File: src/design/smmf_pkg.sv
// Shared constants and types for the set maximum and mode finder.
// No dependencies; imported by every module of the block.
package smmf_pkg;

   localparam int DATA_W       = 32;
   localparam int COUNT_W      = 5;
   localparam int CAPACITY_DEF = 16;

   // evaluation sequencer states
   typedef enum logic [1:0] {
      EV_IDLE,
      EV_SCAN,
      EV_EMIT
   } eval_state_type;

   // control from the sequencer to the element store
   typedef struct packed {
      logic rd_en;
      logic clear;
   } store_ctl_type;

endpackage

File: src/design/smmf_store.sv
// Element store: the set memory, its fill level and the dropped-word flag.
// Depends on smmf_pkg.
module smmf_store
   import smmf_pkg::*;
#(
   parameter int CAPACITY = CAPACITY_DEF,
   localparam int AW = (CAPACITY > 1) ? $clog2(CAPACITY) : 1,
   localparam int CW = $clog2(CAPACITY + 1)
) (
   input  logic              clock,
   input  logic              reset,
   input  logic              wr_en,
   input  logic [DATA_W-1:0] wr_data,
   input  store_ctl_type     ctl,
   input  logic [AW-1:0]     rd_addr,
   output logic [DATA_W-1:0] rd_data,
   output logic [CW-1:0]     fill,
   output logic              dropped
);

   logic [DATA_W-1:0] mem [CAPACITY];
   logic [DATA_W-1:0] rd_data_ff;
   logic [CW-1:0]     fill_ff, fill_in;
   logic              dropped_ff, dropped_in;
   logic              room;

   assign room = (fill_ff < CW'(CAPACITY));

   always_comb begin
      fill_in    = fill_ff;
      dropped_in = dropped_ff;
      if (ctl.clear) begin
         fill_in    = '0;
         dropped_in = 1'b0;
      end else if (wr_en) begin
         if (room) begin
            fill_in = fill_ff + 1'b1;
         end else begin
            dropped_in = 1'b1;
         end
      end
   end

   always_ff @(posedge clock) begin
      if (reset) begin
         fill_ff    <= '0;
         dropped_ff <= 1'b0;
      end else begin
         fill_ff    <= fill_in;
         dropped_ff <= dropped_in;
      end
   end

   // single write port (loading), single registered read port (evaluation)
   always_ff @(posedge clock) begin
      if (wr_en && room && !ctl.clear) begin
         mem[fill_ff[AW-1:0]] <= wr_data;
      end
      if (ctl.rd_en) begin
         rd_data_ff <= mem[rd_addr];
      end
   end

   assign rd_data = rd_data_ff;
   assign fill    = fill_ff;
   assign dropped = dropped_ff;

endmodule

File: src/design/smmf_eval.sv
// Evaluation sequencer: pairwise occurrence scan, occurrence memory, maximum
// tracking and the registered result word. Depends on smmf_pkg.
module smmf_eval
   import smmf_pkg::*;
#(
   parameter int CAPACITY = CAPACITY_DEF,
   localparam int AW = (CAPACITY > 1) ? $clog2(CAPACITY) : 1,
   localparam int CW = $clog2(CAPACITY + 1)
) (
   input  logic                     clock,
   input  logic                     reset,
   input  logic                     go,
   input  logic [CW-1:0]            fill,
   input  logic                     dropped,
   input  logic [DATA_W-1:0]        rd_data,
   output store_ctl_type            ctl,
   output logic [AW-1:0]            rd_addr,
   output logic                     busy,
   output logic                     rsp_strobe,
   output logic signed [DATA_W-1:0] rsp_mode_value,
   output logic [COUNT_W-1:0]       rsp_mode_count,
   output logic signed [DATA_W-1:0] rsp_max_value,
   output logic [COUNT_W-1:0]       rsp_max_count,
   output logic                     rsp_overflow,
   output logic                     rsp_last_res
);

   eval_state_type    state_ff, state_in;
   logic [CW-1:0]     i_ff, i_in, j_ff, j_in, e_ff, e_in;
   logic              pend_ff, pend_in, first_ff, first_in, end_ff, end_in;
   logic [AW-1:0]     pend_i_ff, pend_i_in;
   logic [CW-1:0]     cnt_ff, cnt_in, cnt_fin;
   logic [DATA_W-1:0] vi_ff, vi_in, maxv_ff, maxv_in;
   logic [CW-1:0]     maxc_ff, maxc_in, best_ff, best_in;
   logic [AW-1:0]     last_idx_ff, last_idx_in;
   logic [CW-1:0]     last_pos;
   logic              pend_is_last;

   logic [CW-1:0]     occ_mem [CAPACITY];
   logic [CW-1:0]     occ_rd_ff;
   logic              occ_we, occ_re;

   logic                     strobe_ff, strobe_in;
   logic [DATA_W-1:0]        mode_v_ff, mode_v_in;
   logic [COUNT_W-1:0]       mode_c_ff, mode_c_in;
   logic [DATA_W-1:0]        max_v_ff, max_v_in;
   logic [COUNT_W-1:0]       max_c_ff, max_c_in;
   logic                     ovf_ff, ovf_in, lres_ff, lres_in;

   assign last_pos     = fill - 1'b1;
   assign pend_is_last = (CW'(pend_i_ff) == last_pos);
   assign cnt_fin      = first_ff ? CW'(1) : cnt_ff + CW'(rd_data == vi_ff);

   always_comb begin
      state_in    = state_ff;
      i_in        = i_ff;
      j_in        = j_ff;
      e_in        = e_ff;
      pend_in     = 1'b0;
      first_in    = first_ff;
      end_in      = end_ff;
      pend_i_in   = pend_i_ff;
      cnt_in      = cnt_ff;
      vi_in       = vi_ff;
      maxv_in     = maxv_ff;
      maxc_in     = maxc_ff;
      best_in     = best_ff;
      last_idx_in = last_idx_ff;
      occ_we      = 1'b0;
      occ_re      = 1'b0;
      ctl         = '{rd_en: 1'b0, clear: 1'b0};
      rd_addr     = j_ff[AW-1:0];
      strobe_in   = 1'b0;
      mode_v_in   = mode_v_ff;
      mode_c_in   = mode_c_ff;
      max_v_in    = max_v_ff;
      max_c_in    = max_c_ff;
      ovf_in      = ovf_ff;
      lres_in     = lres_ff;

      case (state_ff)
         EV_IDLE: begin
            if (go) begin
               state_in = EV_SCAN;
               i_in     = '0;
               j_in     = '0;
               best_in  = '0;
            end
         end

         EV_SCAN: begin
            // issue: row i, column j running from i to the last element
            if (i_ff < fill) begin
               ctl.rd_en = 1'b1;
               pend_in   = 1'b1;
               first_in  = (j_ff == i_ff);
               end_in    = (j_ff == last_pos);
               pend_i_in = i_ff[AW-1:0];
               if (j_ff == last_pos) begin
                  i_in = i_ff + 1'b1;
                  j_in = i_ff + 1'b1;
               end else begin
                  j_in = j_ff + 1'b1;
               end
            end
            // process the word read last cycle
            if (pend_ff) begin
               cnt_in = cnt_fin;
               if (first_ff) begin
                  vi_in = rd_data;
                  if (pend_i_ff == '0) begin
                     maxv_in = rd_data;
                     maxc_in = CW'(1);
                  end else if ($signed(rd_data) > $signed(maxv_ff)) begin
                     maxv_in = rd_data;
                     maxc_in = CW'(1);
                  end else if (rd_data == maxv_ff) begin
                     maxc_in = maxc_ff + 1'b1;
                  end
               end
               if (end_ff) begin
                  occ_we = 1'b1;
                  if (cnt_fin > best_ff) begin
                     best_in     = cnt_fin;
                     last_idx_in = pend_i_ff;
                  end else if (cnt_fin == best_ff) begin
                     last_idx_in = pend_i_ff;
                  end
                  if (pend_is_last) begin
                     state_in = EV_EMIT;
                     e_in     = '0;
                  end
               end
            end
         end

         EV_EMIT: begin
            rd_addr = e_ff[AW-1:0];
            if (e_ff < fill) begin
               ctl.rd_en = 1'b1;
               occ_re    = 1'b1;
               pend_in   = 1'b1;
               pend_i_in = e_ff[AW-1:0];
               e_in      = e_ff + 1'b1;
            end
            if (pend_ff) begin
               if (occ_rd_ff == best_ff) begin
                  strobe_in = 1'b1;
                  mode_v_in = rd_data;
                  mode_c_in = COUNT_W'(occ_rd_ff);
                  max_v_in  = maxv_ff;
                  max_c_in  = COUNT_W'(maxc_ff);
                  ovf_in    = dropped;
                  lres_in   = (pend_i_ff == last_idx_ff);
               end
               if (pend_is_last) begin
                  ctl.clear = 1'b1;
                  state_in  = EV_IDLE;
               end
            end
         end

         default: begin
            state_in = EV_IDLE;
         end
      endcase
   end

   always_ff @(posedge clock) begin
      if (reset) begin
         state_ff  <= EV_IDLE;
         pend_ff   <= 1'b0;
         strobe_ff <= 1'b0;
      end else begin
         state_ff  <= state_in;
         pend_ff   <= pend_in;
         strobe_ff <= strobe_in;
      end
   end

   always_ff @(posedge clock) begin
      i_ff        <= i_in;
      j_ff        <= j_in;
      e_ff        <= e_in;
      first_ff    <= first_in;
      end_ff      <= end_in;
      pend_i_ff   <= pend_i_in;
      cnt_ff      <= cnt_in;
      vi_ff       <= vi_in;
      maxv_ff     <= maxv_in;
      maxc_ff     <= maxc_in;
      best_ff     <= best_in;
      last_idx_ff <= last_idx_in;
      mode_v_ff   <= mode_v_in;
      mode_c_ff   <= mode_c_in;
      max_v_ff    <= max_v_in;
      max_c_ff    <= max_c_in;
      ovf_ff      <= ovf_in;
      lres_ff     <= lres_in;
   end

   // occurrence memory: written during the scan, read during emission
   always_ff @(posedge clock) begin
      if (occ_we) begin
         occ_mem[pend_i_ff] <= cnt_fin;
      end
      if (occ_re) begin
         occ_rd_ff <= occ_mem[e_ff[AW-1:0]];
      end
   end

   assign busy           = (state_ff != EV_IDLE);
   assign rsp_strobe     = strobe_ff;
   assign rsp_mode_value = $signed(mode_v_ff);
   assign rsp_mode_count = mode_c_ff;
   assign rsp_max_value  = $signed(max_v_ff);
   assign rsp_max_count  = max_c_ff;
   assign rsp_overflow   = ovf_ff;
   assign rsp_last_res   = lres_ff;

endmodule

File: src/design/set_max_and_mode_finder.sv
// Top level of the set maximum and mode finder.
// Depends on smmf_pkg, smmf_store and smmf_eval.
//
// Usage:
//   Input: present a word on req_value/req_last with start high; it is taken
//   at a rising edge where start is high and busy is low. Words of a set load
//   at one per cycle; req_last marks the final word of the set.
//   Words arriving once CAPACITY are stored are dropped and flagged in
//   rsp_overflow. A final word always starts an evaluation, dropped or not.
//   Output: one word per distinct mode, in order of first appearance, each
//   shown for one cycle with rsp_strobe high and carrying the maximum, its
//   count and the overflow flag. rsp_last_res marks the final mode word.
//   The receiver cannot stall; results must be taken as they appear.
//   Timing: busy rises after the final word and stays high through the
//   pairwise occurrence scan, paced by the single read port of the element
//   memory, followed by an emission pass. The last result word appears
//   no later than the first cycle with busy low; a new set may load then.
//   Reset: the store is emptied, the dropped-word flag cleared and any evaluation
//   abandoned; memory contents are left undefined.
module set_max_and_mode_finder
   import smmf_pkg::*;
#(
   parameter int CAPACITY = CAPACITY_DEF,
   localparam int AW = (CAPACITY > 1) ? $clog2(CAPACITY) : 1,
   localparam int CW = $clog2(CAPACITY + 1)
) (
   input  logic                     clock,
   input  logic                     reset,
   input  logic                     start,
   output logic                     busy,
   input  logic signed [DATA_W-1:0] req_value,
   input  logic                     req_last,
   output logic                     rsp_strobe,
   output logic signed [DATA_W-1:0] rsp_mode_value,
   output logic [COUNT_W-1:0]       rsp_mode_count,
   output logic signed [DATA_W-1:0] rsp_max_value,
   output logic [COUNT_W-1:0]       rsp_max_count,
   output logic                     rsp_overflow,
   output logic                     rsp_last_res
);

   store_ctl_type     store_ctl;
   logic              accept;
   logic [AW-1:0]     rd_addr;
   logic [DATA_W-1:0] rd_data;
   logic [CW-1:0]     fill;
   logic              dropped;

   // take a word whenever start is high and the sequencer is idle
   assign accept = start && !busy;

   // element memory; written only while idle, read only while evaluating,
   // so the sequencer itself keeps loads and reads apart
   smmf_store #(
      .CAPACITY (CAPACITY)
   ) u_store (
      .clock   (clock),
      .reset   (reset),
      .wr_en   (accept),
      .wr_data (req_value),
      .ctl     (store_ctl),
      .rd_addr (rd_addr),
      .rd_data (rd_data),
      .fill    (fill),
      .dropped (dropped)
   );

   // the final word kicks off the scan as it is taken, stored or dropped
   smmf_eval #(
      .CAPACITY (CAPACITY)
   ) u_eval (
      .clock          (clock),
      .reset          (reset),
      .go             (accept && req_last),
      .fill           (fill),
      .dropped        (dropped),
      .rd_data        (rd_data),
      .ctl            (store_ctl),
      .rd_addr        (rd_addr),
      .busy           (busy),
      .rsp_strobe     (rsp_strobe),
      .rsp_mode_value (rsp_mode_value),
      .rsp_mode_count (rsp_mode_count),
      .rsp_max_value  (rsp_max_value),
      .rsp_max_count  (rsp_max_count),
      .rsp_overflow   (rsp_overflow),
      .rsp_last_res   (rsp_last_res)
   );

   // a final word always starts an evaluation
   a_go_busy: assert property (@(posedge clock) disable iff (reset)
      (start && !busy && req_last) |=> busy)
      else $error("final word did not start an evaluation");

   // results only come out of an evaluation
   a_rsp_after_busy: assert property (@(posedge clock) disable iff (reset)
      rsp_strobe |-> $past(busy))
      else $error("result word without an evaluation");

   // nothing follows the word marked last
   a_last_is_last: assert property (@(posedge clock) disable iff (reset)
      (rsp_strobe && rsp_last_res) |=> !rsp_strobe)
      else $error("result word after the final one");

endmodule
File: config.mk
export PLATFORM = sky130hd
export DESIGN_NAME = set_max_and_mode_finder
export DESIGN_NICKNAME = d
export VERILOG_FILES = /design/src/design/smmf_pkg.sv /design/src/design/smmf_store.sv /design/src/design/smmf_eval.sv /design/src/design/set_max_and_mode_finder.sv
export SDC_FILE = /design/constraint.sdc
export NUM_CORES = 1
export LEC_CHECK = 0
export CELL_PAD_IN_SITES_DETAIL_PLACEMENT = 0
export CELL_PAD_IN_SITES_GLOBAL_PLACEMENT = 1
export CORE_ASPECT_RATIO = 0.8
export CORE_MARGIN = 2
export CORE_UTILIZATION = 60
export CTS_BUF_LIST = sky130_fd_sc_hd__clkbuf_16
export DETAILED_ROUTE_END_ITERATION = 10
export DONT_BUFFER_PORTS = 1
export PLACE_DENSITY_LB_ADDON = 0.1
export SLEW_MARGIN = 10
export SYNTH_ARGS = -nofsm -noshare
export SYNTH_HDL_FRONTEND = slang
export SYNTH_SLANG_ARGS = --single-unit
File: constraint.sdc
create_clock -name clock -period 12.2 [get_ports clock]
set_input_delay 1.83 -clock clock [delete_from_list [all_inputs] [get_ports clock]]
set_output_delay 1.83 -clock clock [all_outputs]
set_load 0.05 [all_outputs]
==> flow_summary.yaml <==
run_status:
  status: "complete, no violations"
cells_and_area:
  final_layout_size_suffix_gt1_frac: 0.185
  n_antenna_cell: 0
  nNetsFinal: 1783
  syn_to_final_growth_pct: 10.9
synth:
  yosysUniqueCellTypes: 52
  syn_avg_cell_area_um2: 19.6
  synthCells: 1645
  synth_top_area_frac: 0.755
  synth.top_cells.by_area: "edfxtp_1, mux4_2, ha_1"
  yosys_warnings: 0
  synth_area_um2: 32200
  syn_nets: 1740
  synth_top_area_cell: "edfxtp_1"
  ys_ff_latch: 819
  synthArstFlopShare: 0
  synth_ff_type: "edfxtp_1"
  synth_enable_flop_cells: 809
  ys_seq_area_frac: 0.761
power_and_ir_drop:
  irDropWorstVdd_v: 0.000122
  power_density_nw_per_um2: 192
  leakagePower_uw: 0.0116
timing:
  maxSlewViolCount: 0
  fin_crit_sh: 0.387
  tns_ps: 0
  skew_ps: 20.3
  worst_pin_slew_ps: 1250
  setup_violations: 0
  hold_viol: 0
  rsz0062_at_grt: "false"
  fmax_mhz: 212
  relSlewSlack: 0.157
  min_period_ps: 4720
  hold_ws_ps: 451
floorplan:
  placement_rows: 75
  io-pin-count: 114
  initial_core_util: 0.610
  die_h_um: 211
  die_area_um2: 55500
  die-width_um: 263
  core_area_um2: 52700
clock_network:
  h-tree-depth: 3
  clk_pin_slew_ps: 70
  cts_tree: "yes"
  cts_resized: 0
  cts_buffers: 78
  clkSinkCount: 819
  cts_root_buf: "clkbuf_16"
  cts_hold_buf: 0
  clk_latency_ps: 620
  clockBufferDepth: 3
  post_cts_buffers: 0
hold_path:
  whs_path_depth: 0
  whs_endpoint: "u_eval.rsp_max_value[9]"
  min_path_type: "flip-flop to flip-flop"
  min-delay-start: "u_eval.maxv_ff[9]"
detailed_routing:
  wl_per_cell_um: 27.5
  drt_iter0_markers: 1727
  wirelength_mm: 67.1
  firstDrtPassIters: 5
  viasPerCell: 6.29
  vias: 15300
  route.detailed.drc: 0
  ant_nets: 0
setup_path:
  worst-r2r-cell-count: 14
  crit-reg2reg-capture: "u_eval.best_ff[1]"
  worstPathMaxFanout: 19
  start_kind: "flip-flop"
  critPathArrivalTime_ps: 5030
  endpoint_kind: "flip-flop"
  cp.required_ps: 12510
  rr_startpoint: "u_store.rd_data[15]"
  worstSetupPathType: "flip-flop to flip-flop"
  r2r_setup_slack_ps: 7480
job:
  max-cap-violations: 0
global_route:
  first_global_vias: 15500
  grt_pass1_wl_mm: 100
  antenna_found_initial: 5
  grt-ovfl-total: 0
  gr-usage-all-layers: 0.249
  grt_max_degree: 97
place:
  place.gp.congestion: 0.811
  portBuffers: 0
  post-dp-hpwl_mm: 39.3
-- cells in the mapped netlist (all sizes together), types with 2 or more instances --
| library cell | instances |
|---|---|
| a211oi | 38 |
| a21boi | 2 |
| a21o | 13 |
| a21oi | 13 |
| a221oi | 5 |
| a31oi | 36 |
| and2 | 37 |
| and3 | 7 |
| buf | 28 |
| clkbuf | 42 |
| dfxtp | 10 |
| edfxtp | 809 |
| ha | 59 |
| inv | 52 |
| mux2 | 3 |
| mux2i | 7 |
| mux4 | 153 |
| nand2 | 87 |
| nand2b | 7 |
| nand3 | 16 |
| nand3b | 2 |
| nand4 | 14 |
| nor2 | 62 |
| nor2b | 4 |
| nor3 | 17 |
| nor3b | 2 |
| nor4 | 15 |
| o211ai | 3 |
| o21a | 3 |
| o21ai | 8 |
| or3 | 5 |
| xnor2 | 19 |
| xor2 | 54 |
-- area by class of cell --
class / count / area [um^2]
Fill cell: 3397 / 17000
Tap cell: 693 / 867
Clock inverter: 60 / 458
Clock buffer: 81 / 2030
Inverter: 52 / 195
Multi-Input combinational cell: 704 / 7400
Timing Repair Buffer: 33 / 260
Sequential cell: 819 / 24500
-- worst max-delay path by stage --
stage | startpoint | endpoint | slack [ps]
after floorplan | start | u_store.mem[1][0] | 6860
after global placement | u_store.rd_data[7] | u_eval.best_ff[1] | 7760
final | u_store.rd_data[15] | u_eval.best_ff[1] | 7480
after detailed placement | u_store.rd_data[7] | u_eval.best_ff[1] | 7490
after global routing | u_store.rd_data[15] | u_eval.best_ff[1] | 7100
after CTS | u_store.rd_data[15] | u_eval.best_ff[1] | 7470
-- cells by family (layout without fill, tap and decap cells) --
| logic type | after synthesis | in the layout | share of synthesized area |
|---|---|---|---|
| XOR/XNOR | 74 | 74 | 0.0206 |
| AO/OA/AOI/OAI | 128 | 128 | 0.0273 |
| AND/OR/NAND/NOR | 280 | 280 | 0.0428 |
| buffers and inverters | 122 | 226 | 0.0152 |
| flip-flops | 819 | 819 | 0.761 |
| adder cells (fa/ha/maj) | 59 | 59 | 0.0229 |
| multiplexers | 163 | 163 | 0.110 |
-- cells in the final DEF, fill, tap and decap left out, types with 16 or more instances in the layout --
master     netlist  layout
edfxtp_1       809     809
mux4_2         153     153
nand2_1         87      87
clkinv_1         0      16
xor2_1          54      54
a211oi_1        38      38
buf_4            3      32
nor2_1          62      49
nand3_1         16      16
inv_1           52      75
clkbuf_16        0      81
ha_1            59      59
a31oi_1         36      36
and2_1          36      36
xnor2_1         19      19
-- registers in the layout, indices dropped and copies added, names as in the netlist, 2 cells and up --
signal,count
u_eval.rsp_mode_value,32
u_eval.rsp_max_value,32
u_eval.rsp_max_count,5
u_eval.j_ff,5
u_eval.occ_rd_ff,5
u_store.mem,512
u_eval.last_idx_ff,4
u_eval.e_ff,5
u_eval.pend_i_ff,4
u_eval.cnt_ff,5
u_eval.vi_ff,32
u_eval.rsp_mode_count,5
u_eval.occ_mem,80
u_eval.state_ff,2
u_eval.maxv_ff,32
u_store.rd_data,32
u_eval.maxc_ff,5
u_store.fill,5
u_eval.i_ff,5
u_eval.best_ff,5
-- stage by stage --
step	power [uW]	util	setup slack (ps)	cells	cell area [um^2]
2_1_floorplan	4190	-	6860	1645	32200
3_3_place_gp	4560	0.630	7760	2301	33200
3_5_place_dp	4570	0.630	7490	2301	33200
4_1_cts	6890	0.677	7470	2442	35700
5_1_grt	7100	0.677	7100	2442	35700
6_report	6850	0.677	7480	2442	35700
-- worst max-delay path, cell delays in order (launching register included) --
cell	delay [ps]
edfxtp_1	470
xor2_1	180
nor4_1	480
nand4_1	160
nor2_1	390
ha_1	260
ha_1	130
nor2b_1	910
ha_1	410
nor2b_1	140
o21a_1	160
o21a_1	160
o21a_1	180
o211ai_1	190
a21oi_1	210
-- layer usage --
| metal | vias up | track usage | share of wire |
|---|---|---|---|
| met5 | - | 0 | 0.00019 |
| met4 | 2 | 0.0500 | 0.014 |
| met3 | 80 | 0.0578 | 0.081 |
| met2 | 553 | 0.372 | 0.46 |
| met1 | 8026 | 0.383 | 0.45 |
| li1 | 6687 | - | - |
-- report_power, final --
part	internal, uW	total [uW]	switching (uW)	leakage [uW]
registers	3220	3300	83.2	0.00734
logic	505	1200	694	0.00293
clock network	1350	2350	1000	0.00130
No activity file was read; power rests on OpenSTA's default activity.
